--- src/hdl/b64sd_pkg.sv ---
package b64sd_pkg;

  // Widths of one symbol and of the partial quad
  localparam int unsigned SymW  = 6;
  localparam int unsigned QuadW = 3 * SymW;
  localparam int unsigned WordW = 4 * SymW;

  // Character codes
  localparam logic [7:0] PadChar    = 8'h3D;  // '='
  localparam logic [7:0] PlusChar   = 8'h2B;  // '+'
  localparam logic [7:0] SlashChar  = 8'h2F;  // '/'
  localparam logic [7:0] MinusChar  = 8'h2D;  // '-'
  localparam logic [7:0] UnderChar  = 8'h5F;  // '_'
  localparam logic [7:0] UpperFirst = 8'h41;  // 'A'
  localparam logic [7:0] UpperLast  = 8'h5A;  // 'Z'
  localparam logic [7:0] LowerFirst = 8'h61;  // 'a'
  localparam logic [7:0] LowerLast  = 8'h7A;  // 'z'
  localparam logic [7:0] DigitFirst = 8'h30;  // '0'
  localparam logic [7:0] DigitLast  = 8'h39;  // '9'

  // Symbol values at the start of each character range
  localparam logic [SymW-1:0] LowerBase = 6'd26;
  localparam logic [SymW-1:0] DigitBase = 6'd52;
  localparam logic [SymW-1:0] Sym62     = 6'd62;
  localparam logic [SymW-1:0] Sym63     = 6'd63;

  typedef enum logic {
    AlphStd = 1'b0,
    AlphUrl = 1'b1
  } alphabet_e;

  typedef enum logic [1:0] {
    StatusOk       = 2'd0,
    StatusNoSymbol = 2'd1,
    StatusBadPad   = 2'd2
  } status_e;

  // Decoded character
  typedef struct packed {
    logic [SymW-1:0] value;
    logic            valid;
    logic            pad;
  } sym_t;

endpackage

--- src/hdl/b64sd_sym_map.sv ---
module b64sd_sym_map (
  input  logic [7:0]          char_i,
  input  b64sd_pkg::alphabet_e alph_i,
  output b64sd_pkg::sym_t     sym_o
);

  logic [7:0] upper_off;
  logic [7:0] lower_off;
  logic [7:0] digit_off;

  assign upper_off = char_i - b64sd_pkg::UpperFirst;
  assign lower_off = char_i - b64sd_pkg::LowerFirst;
  assign digit_off = char_i - b64sd_pkg::DigitFirst;

  // Map one character to its 6-bit value; '=' maps to zero and flags a pad
  always_comb begin
    sym_o.value = '0;
    sym_o.valid = 1'b1;
    sym_o.pad   = 1'b0;
    if (char_i >= b64sd_pkg::UpperFirst && char_i <= b64sd_pkg::UpperLast) begin
      sym_o.value = upper_off[b64sd_pkg::SymW-1:0];
    end else if (char_i >= b64sd_pkg::LowerFirst && char_i <= b64sd_pkg::LowerLast) begin
      sym_o.value = lower_off[b64sd_pkg::SymW-1:0] + b64sd_pkg::LowerBase;
    end else if (char_i >= b64sd_pkg::DigitFirst && char_i <= b64sd_pkg::DigitLast) begin
      sym_o.value = digit_off[b64sd_pkg::SymW-1:0] + b64sd_pkg::DigitBase;
    end else if (alph_i == b64sd_pkg::AlphStd && char_i == b64sd_pkg::PlusChar) begin
      sym_o.value = b64sd_pkg::Sym62;
    end else if (alph_i == b64sd_pkg::AlphStd && char_i == b64sd_pkg::SlashChar) begin
      sym_o.value = b64sd_pkg::Sym63;
    end else if (alph_i == b64sd_pkg::AlphUrl && char_i == b64sd_pkg::MinusChar) begin
      sym_o.value = b64sd_pkg::Sym62;
    end else if (alph_i == b64sd_pkg::AlphUrl && char_i == b64sd_pkg::UnderChar) begin
      sym_o.value = b64sd_pkg::Sym63;
    end else if (char_i == b64sd_pkg::PadChar) begin
      sym_o.pad = 1'b1;
    end else begin
      sym_o.valid = 1'b0;
    end
  end

endmodule

--- src/hdl/base64_stream_decoder_unit.sv ---
// The first result of a request is offered in the cycle after it is accepted. One
// character per cycle is taken while the output accepts and each yields at most one
// result; a character that completes a quad yields up to three bytes, which leave
// the result register one per cycle as the output accepts, and the input waits until
// the last byte leaves. Reset clears the decode state and the alphabet.
module base64_stream_decoder_unit (
  input  logic       clk_i,
  input  logic       rst_ni,
  // Configuration: alphabet_select
  input  logic       cfg_we_i,
  input  logic       cfg_wdata_i,
  // Input stream
  input  logic       s_axis_tvalid_i,
  output logic       s_axis_tready_o,
  input  logic [7:0] s_axis_tdata_i,   // [7:0] symbol
  input  logic       s_axis_tlast_i,   // end_of_input
  // Output stream
  output logic       m_axis_tvalid_o,
  input  logic       m_axis_tready_i,
  output logic [7:0] m_axis_tdata_o,   // [7:0] data_byte
  output logic [2:0] m_axis_tuser_o,   // [0] byte_valid, [2:1] status
  output logic       m_axis_tlast_o    // message_end
);

  localparam int unsigned SymW  = b64sd_pkg::SymW;
  localparam int unsigned QuadW = b64sd_pkg::QuadW;
  localparam int unsigned WordW = b64sd_pkg::WordW;

  b64sd_pkg::alphabet_e alph_q;

  logic [QuadW-1:0] quad_q, quad_d;
  logic [1:0]       cnt_q, cnt_d;
  logic [2:0]       pad_q, pad_d;
  logic             fin_q, fin_d;
  logic             seen_q, seen_d;

  logic [WordW-1:0]    res_data_q, res_data_d;
  logic [1:0]          res_left_q, res_left_d;
  logic                res_bvalid_q, res_bvalid_d;
  logic                res_end_q, res_end_d;
  b64sd_pkg::status_e  res_status_q, res_status_d;

  b64sd_pkg::sym_t sym;

  logic             in_acc;
  logic             out_acc;
  logic             take;
  logic             full;
  logic             fill;
  logic             quad_done;
  logic             bad;
  logic [2:0]       pc1;
  logic [1:0]       cnt1;
  logic [QuadW-1:0] quad1;
  logic [2:0]       pad1;
  logic             seen1;
  logic             fin1;
  logic [1:0]       fill_pads;
  logic [2:0]       tot;
  logic [2:0]       pad_fin;
  logic [WordW-1:0] bits;
  logic [1:0]       nbytes;
  logic             last_res;

  b64sd_sym_map u_sym_map (
    .char_i (s_axis_tdata_i),
    .alph_i (alph_q),
    .sym_o  (sym)
  );

  // Handshakes: take a new request once the last pending result leaves
  assign in_acc  = s_axis_tvalid_i && s_axis_tready_o;
  assign out_acc = m_axis_tvalid_o && m_axis_tready_i;
  assign s_axis_tready_o = (res_left_q == 2'd0) || (res_left_q == 2'd1 && m_axis_tready_i);

  // Feed the received symbol into the quad
  always_comb begin
    take  = sym.valid && !fin_q;
    pc1   = pad_q + {2'b00, take && sym.pad};
    full  = take && (cnt_q == 2'd3);
    cnt1  = take ? cnt_q + 2'd1 : cnt_q;
    pad1  = take ? pc1 : pad_q;
    seen1 = seen_q || take;
    if (full) begin
      quad1 = '0;
    end else if (take) begin
      quad1 = {quad_q[QuadW-SymW-1:0], sym.value};
    end else begin
      quad1 = quad_q;
    end
  end

  // Complete a quad, either with the received symbol or with implicit pads at the end
  always_comb begin
    fill      = s_axis_tlast_i && !fin_q && !full && (cnt1 != 2'd0);
    fill_pads = 2'd0 - cnt1;
    quad_done = full || fill;
    tot       = full ? pc1 : pad1 + {1'b0, fill_pads};
    case (cnt1)
      2'd1:    bits = {quad1[SymW-1:0], {(3*SymW){1'b0}}};
      2'd2:    bits = {quad1[2*SymW-1:0], {(2*SymW){1'b0}}};
      2'd3:    bits = {quad1, {SymW{1'b0}}};
      default: bits = '0;
    endcase
    if (full) begin
      bits = {quad_q, sym.value};
    end
    bad     = quad_done && (tot > 3'd2);
    nbytes  = (quad_done && !bad) ? 2'(3'd3 - tot) : 2'd0;
    fin1    = fin_q || (quad_done && tot != 3'd0);
    pad_fin = quad_done ? tot : pad1;
  end

  // Next decode state; end of message returns it to reset
  always_comb begin
    quad_d = quad_q;
    cnt_d  = cnt_q;
    pad_d  = pad_q;
    fin_d  = fin_q;
    seen_d = seen_q;
    if (in_acc) begin
      if (s_axis_tlast_i) begin
        quad_d = '0;
        cnt_d  = '0;
        pad_d  = '0;
        fin_d  = 1'b0;
        seen_d = 1'b0;
      end else begin
        quad_d = quad1;
        cnt_d  = cnt1;
        pad_d  = pad_fin;
        fin_d  = fin1;
        seen_d = seen1;
      end
    end
  end

  // Load the result register on a request, shift out one byte per output request
  always_comb begin
    res_data_d   = res_data_q;
    res_left_d   = res_left_q;
    res_bvalid_d = res_bvalid_q;
    res_end_d    = res_end_q;
    res_status_d = res_status_q;
    if (in_acc) begin
      res_data_d   = (nbytes != 2'd0) ? bits : '0;
      res_bvalid_d = (nbytes != 2'd0);
      res_end_d    = s_axis_tlast_i;
      res_left_d   = (s_axis_tlast_i && nbytes == 2'd0) ? 2'd1 : nbytes;
      if (!seen1) begin
        res_status_d = b64sd_pkg::StatusNoSymbol;
      end else if (fin1 && pad_fin > 3'd2) begin
        res_status_d = b64sd_pkg::StatusBadPad;
      end else begin
        res_status_d = b64sd_pkg::StatusOk;
      end
    end else if (out_acc) begin
      res_data_d = {res_data_q[WordW-9:0], 8'h00};
      res_left_d = res_left_q - 2'd1;
    end
  end

  // Registers
  always_ff @(posedge clk_i or negedge rst_ni) begin
    if (!rst_ni) begin
      alph_q       <= b64sd_pkg::AlphStd;
      quad_q       <= '0;
      cnt_q        <= '0;
      pad_q        <= '0;
      fin_q        <= 1'b0;
      seen_q       <= 1'b0;
      res_left_q   <= '0;
      res_bvalid_q <= 1'b0;
      res_end_q    <= 1'b0;
      res_status_q <= b64sd_pkg::StatusOk;
    end else begin
      if (cfg_we_i) begin
        alph_q <= b64sd_pkg::alphabet_e'(cfg_wdata_i);
      end
      quad_q       <= quad_d;
      cnt_q        <= cnt_d;
      pad_q        <= pad_d;
      fin_q        <= fin_d;
      seen_q       <= seen_d;
      res_left_q   <= res_left_d;
      res_bvalid_q <= res_bvalid_d;
      res_end_q    <= res_end_d;
      res_status_q <= res_status_d;
    end
  end

  always_ff @(posedge clk_i) begin
    res_data_q <= res_data_d;
  end

  // Output ports
  assign last_res        = res_end_q && (res_left_q == 2'd1);
  assign m_axis_tvalid_o = (res_left_q != 2'd0);
  assign m_axis_tdata_o  = res_data_q[WordW-1:WordW-8];
  assign m_axis_tlast_o  = last_res;
  assign m_axis_tuser_o  = {(last_res ? res_status_q : b64sd_pkg::StatusOk), res_bvalid_q};

  // Assertions
  a_no_accept_busy: assert property (@(posedge clk_i) disable iff (!rst_ni)
    (res_left_q > 2'd1) |-> !s_axis_tready_o)
    else $error("input accepted while several results pending");

  a_status_on_end: assert property (@(posedge clk_i) disable iff (!rst_ni)
    (m_axis_tvalid_o && !m_axis_tlast_o) |-> (m_axis_tuser_o[2:1] == b64sd_pkg::StatusOk))
    else $error("status set on a result that does not end the message");

  a_nosym_nobyte: assert property (@(posedge clk_i) disable iff (!rst_ni)
    (m_axis_tvalid_o && m_axis_tuser_o[2:1] == b64sd_pkg::StatusNoSymbol) |-> !m_axis_tuser_o[0])
    else $error("byte emitted in a message without symbols");

  a_end_clears: assert property (@(posedge clk_i) disable iff (!rst_ni)
    (in_acc && s_axis_tlast_i) |=> (cnt_q == 2'd0 && !fin_q && !seen_q))
    else $error("decode state not cleared after end of message");

endmodule
--- config.mk ---
export PLATFORM = sky130hd
export DESIGN_NAME = base64_stream_decoder_unit
export DESIGN_NICKNAME = d
export VERILOG_FILES = /design/src/hdl/b64sd_pkg.sv /design/src/hdl/b64sd_sym_map.sv /design/src/hdl/base64_stream_decoder_unit.sv
export SDC_FILE = /design/constraint.sdc
export NUM_CORES = 1
export LEC_CHECK = 0
export ABC_CLOCK_PERIOD_IN_PS = 5700
export BUFFER_PORTS_ARGS = -buffer_cell sky130_fd_sc_hd__buf_2
export CAP_MARGIN = 10
export CELL_PAD_IN_SITES_DETAIL_PLACEMENT = 1
export CELL_PAD_IN_SITES_GLOBAL_PLACEMENT = 1
export CORE_AREA = 2 2 95 97
export CTS_BUF_LIST = sky130_fd_sc_hd__clkbuf_2
export CTS_CLUSTER_SIZE = 28
export DETAILED_ROUTE_END_ITERATION = 8
export DIE_AREA = 0 0 97 99
export PLACE_DENSITY_LB_ADDON = 0.1
export SLEW_MARGIN = 20
export SYNTH_ARGS = -nofsm -noshare
export SYNTH_HDL_FRONTEND = slang
export SYNTH_SLANG_ARGS = --single-unit
--- constraint.sdc ---
create_clock -name clk_i -period 5.7 [get_ports clk_i]
set_clock_uncertainty 0.1 [all_clocks]
set_input_delay 0 -clock clk_i [delete_from_list [all_inputs] [get_ports clk_i]]
set_output_delay 0 -clock clk_i [all_outputs]
set_load 0.01 [all_outputs]
==> impl_metrics.csv, run 1 <==
group,metric,value,unit
run_status,violations,"negative hold slack",
route,dr.pass1.iters,6,
worst_setup_path,critical_path.top_delay_family,"simple AND/OR/NAND/NOR gates",
timing,min_period_over_period,79.0,%
cts,worstSkewPairLatency,0.47,ns
cts,clockRootBuffer,"clkbuf_2",
worst_setup_path,critPathMostFrequentCell,"ha_1",
floorplanning,fp-row-count,34,
cts,cts_sinks,56,
route,wl_met2,5910,um
timing,min_period,4.51,ns
route,highest_layer,"met4",
worst_setup_path,cp-end-kind,"register",
worst_setup_path,cp_cell_sequence,"nor4b_1 > o211a_1 > a31o_1 > nor3_1 > ha_1 > ha_1 > mux2i_1 > fa_1 > nor3b_1 > a21oi_1 > nor2_1 > o21ai_1 > nand4_1 > and4_1 > nand2_4 > a211oi_2",
yosys,synth_area_leader_cell,"dfrtp_1",
timing,setup_viol,0,
power,p_leak,1.77,nW
global_routing,grt_pass1_vias,3716,
placement,dp_hpwl,8930,um
route,routed_via_density,6.47,
floorplanning,dieHeight,99,um
cts,numCtsBuffers,5,
floorplanning,fp.dieW,97,um
worst_setup_path,required,5.91,ns
cts,clockBufferDepth,2,
yosys,seq_area_frac_synth,36.8,%
floorplanning,core,8550,um^2
yosys,synthCells,445,
timing,max_slew_margin,33.6,%
floorplanning,die_area,9600,um^2
yosys,ys_top_cells_by_count,"61 x nand2_1, 35 x o21ai_0, 32 x dfrtp_1",
route,wl_per_cell,21.2,um
global_routing,grt_max_degree,44,
cts,cts_resized,0,
finish,syn_to_final_growth,4.54,%
run,maxCapViolations,0,
worst_setup_path,slowest_delay,0.51,ns
yosys,synth_most_common_cell,"nand2_1",
worst_setup_path,arrival,4.72,ns
global_routing,grt-ovfl-total,0,
yosys,synthesis.nets,479,
route,dr_wl_met3,470,um
route,routed_wl,12000,um
power,power.density,359,nW/um^2
finish,drive_gt1_share,14.5,%
yosys,syn_avg_cell_area,9.30,um^2
yosys,ys_seq_elements,56,
worst_setup_path,cp_max_fo,9,
finish,fill_cells,1027,
global_routing,antenna_found_initial,0,
yosys,synth_area_leaders,"dfrtp_1 19%, edfxtp_1 17%, nand2_1 5.5%",
timing,tightestPinTransition,0.996,ns
timing,drv_slew,0,
power,ir_worst_vdd,0.210,mV
placement,portBuffers,28,
route,vias,3651,
worst_setup_path,slowest_stage,"fa_1",
yosys,yosysTopAreaCellShare,19.4,%
timing,hold_viol,16,
run_status,status,"complete, but fails checks",
yosys,synthFlopType,"dfrtp_1",
yosys,syn_area,4140,um^2
yosys,async_flop_share,57.1,%
cts,cts_tree,"yes",
global_routing,grt_pass1_wl,19800,um
cts,clk_pin_slew_worst_paths,0.31,ns
route,met1_length,5240,um
global_routing,grt.total_usage,25.8,%
route,drc,0,
floorplanning,start_util,48.4,%
placement,place_inst,551,
worst_setup_path,critPathKind,"reg -> reg",
yosys,netlist-cell-type-count,72,
timing,fmax,222,MHz
placement,place_congestion,0.913,
route,ant_nets,0,
yosys,synth_edf_count,24,
finish,final_nets,489,
hold_path,hp-class,"in -> async",
route,drtIter0Drc,213,
worst_setup_path,critPathBufInv,0,
timing,hold_ws,-0.0108,ns
finish,antenna_cells,0,
yosys,yosysWarnings,0,
cts,cts_max_level,2,
finish,stdcell_count,564,
floorplanning,io_pins,29,
worst_setup_path,start_kind,"register",
timing,tns,0,ns
timing,rsz0062_at_grt,"no",
## cell usage in the layout (no fill, tap or decap), types with 14 or more instances in the layout
cell	instances
dfrtp_1	32
ha_1	18
inv_1	19
a22oi_1	21
nor2_1	25
edfxtp_1	24
a22o_1	17
nand2_1	60
o21ai_0	35
a21oi_1	14
buf_2	28
## final cells by class
type / instances / area (um^2) / share of cell area, %
clock buffers: 6 / 30.0 / 0.694
clock inverters: 2 / 11.3 / 0.260
inverters: 19 / 71.3 / 1.65
flip-flops and latches: 56 / 1520 / 35.2
multi-input cells: 337 / 2340 / 54.2
repair buffers: 36 / 213 / 4.92
well taps: 108 / 135 / 3.12
## metrics by stage
| step | setup slack (ns) | area (um^2) | power [mW] | utilization [%] |
|---|---|---|---|---|
| after floorplan | 1.47 | 4140 | 1.19 | - |
| after global placement | 1.23 | 4230 | 1.37 | 49.5 |
| after detailed placement | 0.992 | 4230 | 1.39 | 49.5 |
| after CTS | 1.26 | 4330 | 1.56 | 50.6 |
| after global routing | 0.692 | 4330 | 1.67 | 50.6 |
| final | 1.19 | 4330 | 1.55 | 50.6 |
## power breakdown
part	internal, mW	total (mW)	switching [mW]
sequential	0.571	0.688	0.117
combinational	0.270	0.700	0.430
clock	0.0320	0.163	0.131
total	0.873	1.55	0.679
## registers in the layout (all words and copies together) (netlist names)
signal	flops
alph_q	1
cnt_q	2
fin_q	1
pad_q	3
quad_q	18
res_bvalid_q	1
res_data_q	24
res_end_q	1
res_left_q	2
res_status_q	2
seen_q	1
## kinds of logic (layout without fill, tap and decap cells)
logic type	after synthesis	after routing	share of synthesized area (%)
fa+ha+maj	19	19	5.93
xor+xnor	5	5	1.06
simple gates	148	148	17.8
buf+inv	52	63	6.65
flops	56	56	36.8
mux	7	7	1.78
compound gates	158	158	30.0
## path summary, 6_finish.rpt
kind	startpoint	end	slack, ns	depth (start not counted)
max in group asynchronous	rst_ni	quad_q[0]	4.98	2
worst min-delay path	rst_ni	quad_q[2]	-0.01	2
worst min register to register	seen_q	res_status_q[0]	0.42	1
worst max-delay path	alph_q	res_data_q[0]	1.19	16
worst max register to register	alph_q	res_data_q[0]	1.19	16
min in group clk_i	m_axis_tready_i	res_end_q	0.04	6
## timing repair
item                                   in CTS  in global routing
endpoints found under the hold margin      56                  0
hold buffers                                5                  0
setup buffers                               0                  0
## routing by layer
layer | track usage [%] | vias up
met4 | 8.45 | 0
met5 | 0 | -
li1 | - | 1696
met1 | 33.9 | 1818
met2 | 45.0 | 109
met3 | 2.62 | 28
No activity file was read; power rests on OpenSTA's default activity.
==> run 2: changes to the inputs <==
ABC_CLOCK_PERIOD_IN_PS = 4000   (was 5700)
CORE_AREA = 2 2 100 102   (was 2 2 95 97)
DIE_AREA = 0 0 102 104   (was 0 0 97 99)
clock period = 4 ns   (was 5.7 ns; I/O delays follow)
==> impl_metrics.csv, run 2 (synthesis gave the netlist of run 1 again) <==
group,metric,value,unit
timing,setup_viol,0,
run_status,status,"finished, final reports clean",
power,ir_worst_vdd,0.264,mV
global_routing,grt_pass1_wl,21300,um
power,total_power,2.39,mW
timing,hold_ws,0.000813,ns
cts,clockBufferDepth,2,
route,drc,0,
worst_setup_path,arrival,4.22,ns
timing,hold_viol,0,
finish,regMostFlops,"res_data_q",
cts,cts_max_level,2,
worst_setup_path,slowest_delay,0.49,ns
route,ant_nets,0,
global_routing,grt_pass1_vias,4117,
timing,fmax,255,MHz
timing,rsz0062_at_grt,"yes",
power,pwr-share-comb,49.1,%
route,drtIter0Drc,208,
floorplanning,fp.dieW,102,um
route,routed_via_density,6.07,
global_routing,antenna_found_initial,0,
power,swShare,43.0,%
power,pwr-share-seq,41.4,%
placement,post_dp_cell_area,4600,um^2
finish,post-route-cell-area,4890,um^2
finish,reg_top3,"res_data_q (24), quad_q (18), pad_q (3)",
floorplanning,io_pins,29,
worst_setup_path,critical_path.top_delay_family,"compound AO/OA/AOI/OAI gates",
placement,portBuffers,28,
route,wl_per_cell,20.6,um
run,maxCapViolations,0,
finish,drive_gt1_share,26.0,%
finish,antenna_cells,0,
worst_setup_path,critPathBufInv,4,
finish,largest_reg_flops,24,
timing,drv_slew,0,
floorplanning,core,9550,um^2
worst_setup_path,cp_max_fo,4,
power,intPower,1.36,mW
power,power.density,489,nW/um^2
worst_setup_path,required,4.29,ns
cts,numCtsBuffers,5,
placement,dp_hpwl,9710,um
global_routing,grt.total_usage,25.3,%
worst_setup_path,r2r_cells,16,
finish,final_common_cell,"nand2_1",
power,netSwitchingPower,1.03,mW
finish,layout_common_cells,"60 x nand2_1, 44 x buf_4, 32 x dfrtp_1",
power,p_leak,2.03,nW
global_routing,grt_max_degree,34,
cts,clk_pin_slew_worst_paths,0.28,ns
worst_setup_path,cp-end-kind,"register",
worst_setup_path,cp_cell_sequence,"buf_6 > o211ai_1 > buf_4 > a31oi_4 > a21oi_2 > mux2i_2 > inv_1 > ha_1 > inv_2 > fa_2 > or3_4 > o221a_4 > o31ai_4 > xnor2_2 > o21ai_1 > a32o_1",
cts,cts_tree,"yes",
finish,final_nets,536,
route,routed_wl,13100,um
worst_setup_path,rrSetupSlack,0.08,ns
timing,tightestPinTransition,0.857,ns
timing,max_slew_margin,42.6,%
placement,place_congestion,0.903,
hold_path,hp-class,"in -> async",
timing,min_period,3.92,ns
worst_setup_path,r2r_end,"res_status_q[1]",
worst_setup_path,startpoint,"alph_q",
floorplanning,start_util,43.3,%
global_routing,grt-ovfl-total,0,
timing,min_period_over_period,98.1,%
floorplanning,dieHeight,104,um
floorplanning,fp-row-count,36,
cts,cts_sinks,56,
worst_setup_path,start_kind,"register",
route,vias,3858,
cts,clockRootBuffer,"clkbuf_2",
worst_setup_path,critPathKind,"reg -> reg",
placement,dp_slack,-0.260,ns
finish,syn_to_final_growth,18.2,%
cts,worstSkewPairLatency,0.46,ns
worst_setup_path,slowest_stage,"dfrtp_1",
floorplanning,die_area,10600,um^2
timing,fin_ws,0.0763,ns
power,power.share.clock,9.5,%
worst_setup_path,reg2reg_from,"alph_q",
route,dr.pass1.iters,5,
-- run 2: area by class of cell --
class                           instances  area [um^2]
Tap cell                              133          166
Timing Repair Buffer                   83          611
Sequential cell                        56         1520
Fill cell                            1113         4660
Clock buffer                            6         30.0
Multi-Input combinational cell        337         2480
Inverter                               19         71.3
Clock inverter                          2         10.0
-- run 2: stage by stage --
stage                     std cells  utilization (%)   TNS, ns
after floorplan                 445                -         0
after global placement          614             48.1  -0.00592
after detailed placement        614             48.1     -2.65
after CTS                       632             50.3         0
after global routing            636             51.2     -1.92
final                           636             51.2         0
-- run 2: power by group through the flow --
stage	combinational, mW	clock (mW)	sequential [mW]
after floorplan	0.785	0	0.932
after global placement	1.07	0	0.991
after detailed placement	1.11	0	0.997
after CTS	1.14	0.232	0.985
after global routing	1.30	0.257	1.02
final	1.18	0.228	0.990
-- run 2: per-layer routing --
metal	global-route usage [%]	wire (um)	vias up
met3	3.36	483	26
li1	-	-	1789
met1	33.9	5900	1941
met4	9.05	337	0
met5	0	0	-
met2	41.4	6360	102
-- run 2: worst max-delay path by stage --
stage	depth (start not counted)	to	slack, ns
finish	16	res_status_q[1]	0.08
global route	18	res_data_q[0]	-0.12
CTS	20	res_data_q[16]	0.0009
detailed placement	21	res_data_q[0]	-0.26
global placement	21	res_data_q[0]	-0.006
floorplan	19	res_status_q[1]	0.0009
-- run 2: what timing repair did --
item                       CTS  global route
resized for setup           13            19
setup endpoints to repair   24            28
hold buffers                 7             0
buffers inserted             2             4
cloned                       1             0
hold endpoints to repair    53             0
pin swaps                    6            19
